## config.mk

```make
export PLATFORM = sky130hd
export DESIGN_NAME = unix_seconds_to_fat_timestamp_core
export DESIGN_NICKNAME = d
export VERILOG_FILES = /design/src/design/fts_pkg.sv /design/src/design/unix_seconds_to_fat_timestamp_core.sv /design/src/design/fts_pipe_ctrl.sv /design/src/design/fts_day_split.sv /design/src/design/fts_tod.sv /design/src/design/fts_civil.sv /design/src/design/fts_pack.sv
export SDC_FILE = /design/constraint.sdc
export NUM_CORES = 2
export LEC_CHECK = 0
export BUFFER_PORTS_ARGS = -buffer_cell sky130_fd_sc_hd__buf_2
export CORE_ASPECT_RATIO = 1.4
export CORE_MARGIN = 5
export CORE_UTILIZATION = 35
export CTS_CLUSTER_DIAMETER = 50
export DETAILED_ROUTE_END_ITERATION = 10
export HOLD_SLACK_MARGIN = 0.12
export MAX_ROUTING_LAYER = met4
export PLACE_DENSITY = 0.5
export SLEW_MARGIN = 20
export SYNTH_ARGS = -nofsm -noshare
export SYNTH_HDL_FRONTEND = slang
export SYNTH_SLANG_ARGS = --single-unit
```

## constraint.sdc

```tcl
create_clock -name clk -period 21 [get_ports clk]
set_input_delay 3.15 -clock clk [delete_from_list [all_inputs] [get_ports clk]]
set_output_delay 3.15 -clock clk [all_outputs]
set_load 0.03 [all_outputs]
```

## src/design/fts_pkg.sv

```systemverilog
// Shared types, constants and tables for the Unix seconds to FAT timestamp pipeline.
`default_nettype none

package fts_pkg;

  // Register stages from input to output register, output register included.
  localparam int unsigned NUM_STAGES = 12;

  localparam int unsigned SECS_W = 36;
  localparam int unsigned FAT_W  = 32;

  // Seconds to days: the low 7 bits of 86400 are split off, the rest is 675.
  localparam logic [9:0]  DAY_DIV   = 10'd675;
  localparam int unsigned DAY_SHIFT = 39;
  localparam logic [29:0] DAY_MUL   =
    30'(((64'd1 << DAY_SHIFT) + 64'(DAY_DIV) - 64'd1) / 64'(DAY_DIV));

  localparam logic [20:0] EPOCH_SHIFT = 21'd719468;

  localparam logic [17:0] ERA_DIV   = 18'd146097;
  localparam int unsigned ERA_SHIFT = 39;
  localparam logic [21:0] ERA_MUL   =
    22'(((64'd1 << ERA_SHIFT) + 64'(ERA_DIV) - 64'd1) / 64'(ERA_DIV));

  // Seconds to minutes and minutes to hours divide by 60 as a shift by 2 and a divide by 15.
  localparam logic [3:0]  TOD_DIV   = 4'd15;
  localparam int unsigned TOD_SHIFT = 19;
  localparam logic [15:0] TOD_MUL   =
    16'(((64'd1 << TOD_SHIFT) + 64'(TOD_DIV) - 64'd1) / 64'(TOD_DIV));
  localparam logic [5:0]  SECS_PER_MIN = 6'd60;

  // doe / 1460 is (doe / 4) / 365.
  localparam logic [8:0]  YEAR_DAYS  = 9'd365;
  localparam int unsigned Q4Y_SHIFT  = 25;
  localparam logic [16:0] Q4Y_MUL    =
    17'(((64'd1 << Q4Y_SHIFT) + 64'(YEAR_DAYS) - 64'd1) / 64'(YEAR_DAYS));

  // doe / 36524 is (doe / 4) / 9131.
  localparam logic [13:0] CENT_DIV   = 14'd9131;
  localparam int unsigned CENT_SHIFT = 30;
  localparam logic [16:0] CENT_MUL   =
    17'(((64'd1 << CENT_SHIFT) + 64'(CENT_DIV) - 64'd1) / 64'(CENT_DIV));

  localparam logic [17:0] DOE_LAST = 18'd146096;

  localparam int unsigned YOE_SHIFT = 27;
  localparam logic [18:0] YOE_MUL   =
    19'(((64'd1 << YOE_SHIFT) + 64'(YEAR_DAYS) - 64'd1) / 64'(YEAR_DAYS));

  localparam logic [6:0]  Y100_DIV   = 7'd100;
  localparam int unsigned Y100_SHIFT = 16;
  localparam logic [9:0]  Y100_MUL   =
    10'(((64'd1 << Y100_SHIFT) + 64'(Y100_DIV) - 64'd1) / 64'(Y100_DIV));

  localparam logic [7:0]  MP_DIV   = 8'd153;
  localparam int unsigned MP_SHIFT = 19;
  localparam logic [11:0] MP_MUL   =
    12'(((64'd1 << MP_SHIFT) + 64'(MP_DIV) - 64'd1) / 64'(MP_DIV));

  localparam logic [8:0]  ERA_YEARS     = 9'd400;
  localparam logic [12:0] FAT_YEAR_BASE = 13'd1980;
  localparam logic [12:0] FAT_YEAR_TOP  = 13'd2107;

  typedef struct packed {
    logic [12:0] year;
    logic [3:0]  month;
    logic [4:0]  mday;
  } date_t;

  typedef struct packed {
    logic [4:0] hour;
    logic [5:0] minute;
    logic [4:0] sec2;
  } tod_t;

  // First day of each month in a year that starts on March 1.
  function automatic logic [8:0] month_start(input logic [3:0] mp);
    logic [8:0] d;
    unique case (mp)
      4'd0:    d = 9'd0;
      4'd1:    d = 9'd31;
      4'd2:    d = 9'd61;
      4'd3:    d = 9'd92;
      4'd4:    d = 9'd122;
      4'd5:    d = 9'd153;
      4'd6:    d = 9'd184;
      4'd7:    d = 9'd214;
      4'd8:    d = 9'd245;
      4'd9:    d = 9'd275;
      4'd10:   d = 9'd306;
      4'd11:   d = 9'd337;
      default: d = 9'd0;
    endcase
    return d;
  endfunction

endpackage

`default_nettype wire

```

## src/design/unix_seconds_to_fat_timestamp_core.sv

```systemverilog
// Top level of the Unix seconds to FAT date-time converter.
`default_nettype none

// Converts a 36-bit count of seconds since 1970-01-01 UTC into the packed
// 32-bit FAT date-time word. The block is a 12-stage pipeline with no state
// between requests: it takes one request per clock cycle unless a stalled
// output has backed it up, and delivers results once out_ready is high. Every
// division by a constant is an exact reciprocal multiply, some followed by a
// registered remainder step; the widest multiplier, 29 by 30 bits, sits in
// the first stage. Stages hand data forward whenever the next one is empty or
// moving, so internal bubbles close up while a result waits at the output.
// Years before 1980 give January 1, 1980 at midnight; years after 2107 clamp
// only the year field.
module unix_seconds_to_fat_timestamp_core (
  input  wire logic                           clk,
  input  wire logic                           rst_n,
  input  wire logic                           in_valid,
  output logic                                in_ready,
  input  wire logic [fts_pkg::SECS_W-1:0]     in_unix_seconds,
  output logic                                out_valid,
  input  wire logic                           out_ready,
  output logic [fts_pkg::FAT_W-1:0]           out_fat_timestamp
);

  logic [fts_pkg::NUM_STAGES-1:0] en;
  logic [16:0]                    sod;
  logic [20:0]                    shifted;
  fts_pkg::tod_t                  tod;
  fts_pkg::date_t                 date;

  fts_pipe_ctrl u_ctrl (
    .clk       (clk),
    .rst_n     (rst_n),
    .in_valid  (in_valid),
    .in_ready  (in_ready),
    .out_valid (out_valid),
    .out_ready (out_ready),
    .en        (en)
  );

  fts_day_split u_days (
    .clk     (clk),
    .en      (en[1:0]),
    .in_sec  (in_unix_seconds),
    .sod     (sod),
    .shifted (shifted)
  );

  fts_tod u_tod (
    .clk (clk),
    .en  (en[10:2]),
    .sod (sod),
    .tod (tod)
  );

  fts_civil u_civil (
    .clk     (clk),
    .en      (en[10:2]),
    .shifted (shifted),
    .date    (date)
  );

  fts_pack u_pack (
    .clk  (clk),
    .en   (en[11]),
    .date (date),
    .tod  (tod),
    .fat  (out_fat_timestamp)
  );

endmodule

`default_nettype wire

```

## src/design/fts_pipe_ctrl.sv

```systemverilog
// Valid bits and per-stage load enables of the conversion pipeline.
`default_nettype none

module fts_pipe_ctrl (
  input  wire logic                            clk,
  input  wire logic                            rst_n,
  input  wire logic                            in_valid,
  output logic                                 in_ready,
  output logic                                 out_valid,
  input  wire logic                            out_ready,
  output logic [fts_pkg::NUM_STAGES-1:0]       en
);

  localparam int unsigned N = fts_pkg::NUM_STAGES;

  logic [N-1:0] v_r;
  logic [N-1:0] v_nxt;

  // A stage loads when it is empty or when the stage after it loads too.
  always_comb begin
    en[N-1] = !v_r[N-1] || out_ready;
    for (int i = N - 2; i >= 0; i--) begin
      en[i] = !v_r[i] || en[i+1];
    end
    v_nxt = ({v_r[N-2:0], in_valid} & en) | (v_r & ~en);
  end

  always_ff @(posedge clk) begin
    if (!rst_n) begin
      v_r <= '0;
    end else begin
      v_r <= v_nxt;
    end
  end

  assign in_ready  = en[0];
  assign out_valid = v_r[N-1];

  a_accept_enters: assert property (@(posedge clk) disable iff (!rst_n)
    (in_valid && in_ready) |=> v_r[0])
    else $error("accepted request did not enter the first stage");

  a_full_blocks: assert property (@(posedge clk) disable iff (!rst_n)
    ((&v_r) && !out_ready) |-> !in_ready)
    else $error("full pipeline accepted a request while stalled");

  a_stall_holds: assert property (@(posedge clk) disable iff (!rst_n)
    (v_r[N-2] && !en[N-1]) |=> (v_r[N-2] && v_r[N-1]))
    else $error("stalled request was lost");

  a_out_from_prev: assert property (@(posedge clk) disable iff (!rst_n)
    $rose(v_r[N-1]) |-> $past(v_r[N-2]))
    else $error("result appeared without a request behind it");

endmodule

`default_nettype wire

```

## src/design/fts_day_split.sv

```systemverilog
// Splits Unix seconds into whole days and the second of the day (stages 0 and 1).
`default_nettype none

module fts_day_split (
  input  wire logic                           clk,
  input  wire logic [1:0]                     en,
  input  wire logic [fts_pkg::SECS_W-1:0]     in_sec,
  output logic [16:0]                         sod,
  output logic [20:0]                         shifted
);

  logic [58:0] day_prod;
  logic [28:0] x_r;
  logic [6:0]  lo_r;
  logic [19:0] q_r;
  logic [28:0] rem;
  logic [16:0] sod_r;
  logic [20:0] shifted_r;

  // Exact reciprocal: (secs / 128) / 675 is the day count.
  assign day_prod = 59'(in_sec[35:7]) * 59'(fts_pkg::DAY_MUL);

  always_ff @(posedge clk) begin
    if (en[0]) begin
      x_r  <= in_sec[35:7];
      lo_r <= in_sec[6:0];
      q_r  <= day_prod[fts_pkg::DAY_SHIFT+19:fts_pkg::DAY_SHIFT];
    end
  end

  assign rem = x_r - 29'(30'(q_r) * 30'(fts_pkg::DAY_DIV));

  always_ff @(posedge clk) begin
    if (en[1]) begin
      sod_r     <= {rem[9:0], lo_r};
      shifted_r <= 21'(q_r) + fts_pkg::EPOCH_SHIFT;
    end
  end

  assign sod     = sod_r;
  assign shifted = shifted_r;

endmodule

`default_nettype wire

```

## src/design/fts_tod.sv

```systemverilog
// Hour, minute and two-second count from the second of the day (stages 2 to 10).
`default_nettype none

module fts_tod (
  input  wire logic                           clk,
  input  wire logic [10:2]                    en,
  input  wire logic [16:0]                    sod,
  output fts_pkg::tod_t                       tod
);

  logic [30:0]   mt_prod;
  logic [10:0]   mt_r;
  logic [16:0]   sod_r;
  logic [30:0]   hr_prod;
  logic [16:0]   sec_full;
  logic [4:0]    hour_r;
  logic [4:0]    sec2_r;
  logic [10:0]   mt3_r;
  logic [10:0]   min_full;
  fts_pkg::tod_t tod_r [4:10];

  // Minutes of the day: (sod / 4) / 15.
  assign mt_prod = 31'(sod[16:2]) * 31'(fts_pkg::TOD_MUL);

  always_ff @(posedge clk) begin
    if (en[2]) begin
      mt_r  <= mt_prod[fts_pkg::TOD_SHIFT+10:fts_pkg::TOD_SHIFT];
      sod_r <= sod;
    end
  end

  assign hr_prod  = 31'(mt_r[10:2]) * 31'(fts_pkg::TOD_MUL);
  assign sec_full = sod_r - 17'(17'(mt_r) * 17'(fts_pkg::SECS_PER_MIN));

  always_ff @(posedge clk) begin
    if (en[3]) begin
      hour_r <= hr_prod[fts_pkg::TOD_SHIFT+4:fts_pkg::TOD_SHIFT];
      sec2_r <= sec_full[5:1];
      mt3_r  <= mt_r;
    end
  end

  assign min_full = mt3_r - 11'(11'(hour_r) * 11'(fts_pkg::SECS_PER_MIN));

  always_ff @(posedge clk) begin
    if (en[4]) begin
      tod_r[4].hour   <= hour_r;
      tod_r[4].minute <= min_full[5:0];
      tod_r[4].sec2   <= sec2_r;
    end
  end

  // The time fields wait here for the date path to finish.
  for (genvar s = 5; s <= 10; s++) begin : g_dly
    always_ff @(posedge clk) begin
      if (en[s]) begin
        tod_r[s] <= tod_r[s-1];
      end
    end
  end

  assign tod = tod_r[10];

endmodule

`default_nettype wire

```

## src/design/fts_civil.sv

```systemverilog
// Civil date from the shifted day count (stages 2 to 10).
`default_nettype none

module fts_civil (
  input  wire logic                           clk,
  input  wire logic [10:2]                    en,
  input  wire logic [20:0]                    shifted,
  output fts_pkg::date_t                      date
);

  logic [42:0]    era_prod;
  logic [3:0]     era2_r;
  logic [20:0]    sh2_r;
  logic [20:0]    doe_full;
  logic [17:0]    doe3_r;
  logic [3:0]     era3_r;
  logic [32:0]    q4y_prod;
  logic [32:0]    cent_prod;
  logic [6:0]     a4_r;
  logic [2:0]     b4_r;
  logic           c4_r;
  logic [17:0]    doe4_r;
  logic [3:0]     era4_r;
  logic [17:0]    v5_r;
  logic [17:0]    doe5_r;
  logic [3:0]     era5_r;
  logic [36:0]    yoe_prod;
  logic [8:0]     yoe6_r;
  logic [17:0]    doe6_r;
  logic [3:0]     era6_r;
  logic [18:0]    y100_prod;
  logic [17:0]    y365_r;
  logic [1:0]     y100_r;
  logic [8:0]     yoe7_r;
  logic [17:0]    doe7_r;
  logic [3:0]     era7_r;
  logic [17:0]    doy_full;
  logic [8:0]     doy8_r;
  logic [12:0]    yr8_r;
  logic [10:0]    mp_num;
  logic [22:0]    mp_prod;
  logic [3:0]     mp9_r;
  logic [8:0]     doy9_r;
  logic [12:0]    yr9_r;
  logic [3:0]     month;
  logic [8:0]     mday_full;
  fts_pkg::date_t date_r;

  assign era_prod = 43'(shifted) * 43'(fts_pkg::ERA_MUL);

  always_ff @(posedge clk) begin
    if (en[2]) begin
      era2_r <= era_prod[fts_pkg::ERA_SHIFT+3:fts_pkg::ERA_SHIFT];
      sh2_r  <= shifted;
    end
  end

  assign doe_full = sh2_r - 21'(21'(era2_r) * 21'(fts_pkg::ERA_DIV));

  always_ff @(posedge clk) begin
    if (en[3]) begin
      doe3_r <= doe_full[17:0];
      era3_r <= era2_r;
    end
  end

  assign q4y_prod  = 33'(doe3_r[17:2]) * 33'(fts_pkg::Q4Y_MUL);
  assign cent_prod = 33'(doe3_r[17:2]) * 33'(fts_pkg::CENT_MUL);

  always_ff @(posedge clk) begin
    if (en[4]) begin
      a4_r   <= q4y_prod[fts_pkg::Q4Y_SHIFT+6:fts_pkg::Q4Y_SHIFT];
      b4_r   <= cent_prod[fts_pkg::CENT_SHIFT+2:fts_pkg::CENT_SHIFT];
      c4_r   <= (doe3_r == fts_pkg::DOE_LAST);
      doe4_r <= doe3_r;
      era4_r <= era3_r;
    end
  end

  always_ff @(posedge clk) begin
    if (en[5]) begin
      v5_r   <= doe4_r - 18'(a4_r) + 18'(b4_r) - 18'(c4_r);
      doe5_r <= doe4_r;
      era5_r <= era4_r;
    end
  end

  assign yoe_prod = 37'(v5_r) * 37'(fts_pkg::YOE_MUL);

  always_ff @(posedge clk) begin
    if (en[6]) begin
      yoe6_r <= yoe_prod[fts_pkg::YOE_SHIFT+8:fts_pkg::YOE_SHIFT];
      doe6_r <= doe5_r;
      era6_r <= era5_r;
    end
  end

  assign y100_prod = 19'(yoe6_r) * 19'(fts_pkg::Y100_MUL);

  always_ff @(posedge clk) begin
    if (en[7]) begin
      y365_r <= 18'(yoe6_r) * 18'(fts_pkg::YEAR_DAYS);
      y100_r <= y100_prod[fts_pkg::Y100_SHIFT+1:fts_pkg::Y100_SHIFT];
      yoe7_r <= yoe6_r;
      doe7_r <= doe6_r;
      era7_r <= era6_r;
    end
  end

  // Day of the March-based year: leap days are added every fourth year, less centuries.
  assign doy_full = doe7_r - (y365_r + 18'(yoe7_r[8:2]) - 18'(y100_r));

  always_ff @(posedge clk) begin
    if (en[8]) begin
      doy8_r <= doy_full[8:0];
      yr8_r  <= 13'(yoe7_r) + 13'(13'(era7_r) * 13'(fts_pkg::ERA_YEARS));
    end
  end

  assign mp_num  = {doy8_r, 2'b00} + 11'(doy8_r) + 11'd2;
  assign mp_prod = 23'(mp_num) * 23'(fts_pkg::MP_MUL);

  always_ff @(posedge clk) begin
    if (en[9]) begin
      mp9_r  <= mp_prod[fts_pkg::MP_SHIFT+3:fts_pkg::MP_SHIFT];
      doy9_r <= doy8_r;
      yr9_r  <= yr8_r;
    end
  end

  // Months March to December come first; January and February belong to the next year.
  assign month     = (mp9_r < 4'd10) ? (mp9_r + 4'd3) : (mp9_r - 4'd9);
  assign mday_full = doy9_r - fts_pkg::month_start(mp9_r) + 9'd1;

  always_ff @(posedge clk) begin
    if (en[10]) begin
      date_r.month <= month;
      date_r.mday  <= mday_full[4:0];
      date_r.year  <= yr9_r + 13'(month <= 4'd2);
    end
  end

  assign date = date_r;

endmodule

`default_nettype wire

```

## src/design/fts_pack.sv

```systemverilog
// Year range handling and packing of the FAT date-time word (stage 11).
`default_nettype none

module fts_pack (
  input  wire logic                           clk,
  input  wire logic                           en,
  input  wire fts_pkg::date_t                 date,
  input  wire fts_pkg::tod_t                  tod,
  output logic [fts_pkg::FAT_W-1:0]           fat
);

  logic [12:0]               yoff;
  logic [6:0]                yfield;
  logic [fts_pkg::FAT_W-1:0] word;
  logic [fts_pkg::FAT_W-1:0] fat_r;

  assign yoff = date.year - fts_pkg::FAT_YEAR_BASE;

  always_comb begin
    yfield = (date.year > fts_pkg::FAT_YEAR_TOP) ? 7'h7f : yoff[6:0];
    // Dates before 1980 collapse to January 1, 1980 at midnight.
    if (date.year < fts_pkg::FAT_YEAR_BASE) begin
      word = {7'd0, 4'd1, 5'd1, 16'd0};
    end else begin
      word = {yfield, date.month, date.mday, tod.hour, tod.minute, tod.sec2};
    end
  end

  always_ff @(posedge clk) begin
    if (en) begin
      fat_r <= word;
    end
  end

  assign fat = fat_r;

endmodule

`default_nettype wire

```

==> results.md <==
* Worst slew pin tran at 1.01 ns
* Count of final hold-check violations at 0
* Cts repair resizes at 0
* Starting Density at 35.2%
* Clock Latency Late Sink at ~0.63 ns
* DR pass1 iterations at 5
* Hold/Removal Path Class: register to register
* Most used DFF post-synth: edfxtp_1
* Num rows at ~180
* Fmax at around 100 MHz
* Layer with the highest usage: met2
* Total wire length at ~130 mm
* GPL Wtd Cong at between 0.8 and 0.9
* Die Ht at 494 µm
* Largest delay share family, worst path: adder cells
* RSZ-0062 raised after global routing: no
* Syn_nets at slightly above 7000
* Cts bufs inserted at slightly above 70
* Antenna violations before repair at 6
* Main area contributors after synthesis: ha_1, fa_1, edfxtp_1, inv_1, xnor2_1
* Met1 Usage GRT at approximately 16%
* Setup tns final at 0 ns
* 1st-iter DRT viols at 1044
* Largest net degree at the start of global routing at 50
* Vias in the first global route at roughly 37000
* Share of the synthesized area in the top cell type at between 20% and 30%
* Clk_skew at between 0.015 and 0.02 ns
* Die width at between 300 and 400 µm
* Grt met2 use at 29.4%
* GR Util All Layers at 15.2%
* P&R area growth vs syn at 9.95%
* Setup Fix Bufs, Post-CTS at 0
* CTS Root Cell: clkbuf_16
* CTS max path bufs at 3
* Cell Area, Synth at approximately 60000 µm²
* Slowest stage delay, CP at around 0.57 ns
* CP max stage cell: fa_1
* Avg WL per Cell at approximately 17 µm
* Syn. warnings at 0
* Final cycle utilization of the critical path at between 40 and 50%
* Status: finished, final reports clean
* Startpoint Class: primary input
* Area leader, netlist: ha_1
* Relative slew slack at between 30 and 40%
* Worst path bufs/invs at 5
* Post-synth EDFFs at ~480
* Max-cap violations at 0
* DRC at 0
* First-pass GRT wire length at approximately 200 mm
* GRT overflow at 0
* Diode count at 0
* H-tree depth at 3
* Cell mode on critical path: fa_1
* Global-route met3 utilization at approximately 1.5%
* Syn Area/Cell at about 12 µm²
* DIE AREA at about 180000 µm²
* Crit path depth at 25
* Slew Limit Fails at 0
* Final setup viols at 0
* Required time of the critical path at 21.36 ns
* Worst-path maximum fanout at 12
* CP endpoint kind: register
* Seq. cell area at ~15000 µm²
* Yosys reg bits at 493
* Netlist cell types at 74
* I/O pins at 74
* R2R depth at 30
* Final ANT Viol Nets at 0
* Fin util at between 30% and 40%
* Sequential fraction of the synthesis area at between 20% and 30%
* Clk sink count at around 490
* Min Tclk post-route at a little under 10 ns
* Core Box Area at approximately 170000 µm²
* Vias at between 30000 and 40000
* Async set-reset flop share out of synthesis at 0%
* Crit Path Class: primary input to register
* Share of post-route cells with drive strength above 1 at between 4 and 5%
* TritonCTS clock tree: yes
* Number of vias per cell at 4.56
* CTS Hold Bufs at 0
* DPL Wire Length at about 110 mm
* Final #Nets at 7304
* Arrival time at the worst endpoint at about 10 ns
* IO buf count at 72
* Hold slack at 0.412 ns
* Cells after Synth at 4983
* Hold depth at 0
* Worst-path clk slew at 0.05 ns
* Area of the multi-input gates at around 39000 µm²
* Number of filler cells placed in the layout at between 15000 and 20000
## cells by family (layout without fill, tap and decap cells)
group                      Yosys count  count (layout)  share of synthesized area [%]
AOI/OAI and AO/OA                  440             440                           4.91
xor gates and xnor gates           216             216                           3.22
adders and majority gates         2119            2119                           55.0
buffers and inverters             1317            1538                           8.43
DFF                                493             493                           24.9
muxes                                5               5                         0.0874
and+or+nand+nor                    393             393                           3.41
## layout by cell type, fill, tap and decap left out, drive strengths merged, types with 29 or more instances in the layout
master	Yosys	final
ha	1353	1353
inv	1312	1326
fa	766	766
edfxtp	476	476
xnor2	166	166
a21oi	139	139
nor2	94	94
buf	0	92
o21ai	83	83
clkbuf	4	79
nand2	72	72
a21o	59	59
xor2	50	50
o21a	39	39
nand3	35	35
nor2b	33	33
nor3	29	29
clkinv	1	29
## flip-flops by register name, indices dropped and copies added, names as in the netlist, 9 cells and up, named ones only
name	cells
u_days.sod	16
u_civil.yr9_r	13
u_civil.v5_r	18
u_days.q_r	20
u_civil.doy8_r	9
u_pack.fat	32
u_days.shifted	21
u_civil.date	22
u_civil.doe4_r	18
u_civil.doe7_r	9
u_civil.doe6_r	9
u_civil.sh2_r	18
u_civil.yoe7_r	9
u_tod.tod_r	112
u_civil.yr8_r	13
u_days.x_r	10
u_civil.doe5_r	9
u_tod.mt_r	11
u_civil.yoe6_r	9
u_civil.doe3_r	18
## stage by stage
step / cell area (µm²) / cells / setup slack [ns]
2_1_floorplan: 58700 / 4983 / 10.70
3_3_place_gp: 62000 / 7308 / 10.41
3_5_place_dp: 62000 / 7308 / 10.38
4_1_cts: 64500 / 7441 / 11.04
5_1_grt: 64500 / 7441 / 10.74
6_report: 64500 / 7441 / 11.10
## metal layers
layer / up-vias / wire length [µm]
met5: - / 0
met4: 0 / 4450
met3: 202 / 2410
met2: 340 / 70200
met1: 16800 / 48400
li1: 16600 / -
## cell type report
type | instances | area share, %
multi-input combinational | 3173 | 60.6
clock inverter | 54 | 1.06
sequential | 493 | 22.7
tap | 2237 | 4.34
clock buffer | 79 | 2.87
inverter | 1313 | 7.64
timing repair buffer | 92 | 0.791
## Yosys cell counts (all sizes together) (4+ instances only)
master / instances
a31oi: 12
xor2: 50
edfxtp: 476
a41o: 4
a41oi: 4
a21boi: 12
a211oi: 14
and2: 28
a311oi: 4
o2111ai: 5
a2111oi: 5
o31ai: 7
and3: 23
xnor2: 166
o211ai: 8
nor2b: 33
o21ai: 83
a21o: 59
ha: 1353
inv: 1312
nor2: 94
or2: 7
a21oi: 139
clkbuf: 4
nand2: 72
or3: 7
nand2b: 21
o21bai: 16
o21a: 39
nor3: 29
nand3: 35
dfxtp: 17
nand4: 26
a221oi: 4
fa: 766
mux2i: 4
## worst paths after layout
path                                          start            endpoint  slack [ns]
worst max-delay path            in_unix_seconds[15]      u_days.q_r[18]       11.10
worst min-delay path              u_tod.tod_r[9][1]  u_tod.tod_r[10][1]        0.41
worst max register to register    u_civil.doy8_r[0]            register       12.98
worst min register to register    u_tod.tod_r[9][1]  u_tod.tod_r[10][1]        0.41
Power is not shown: default switching activity piles up to over one toggle a cycle in this logic, so the estimate is an artifact.
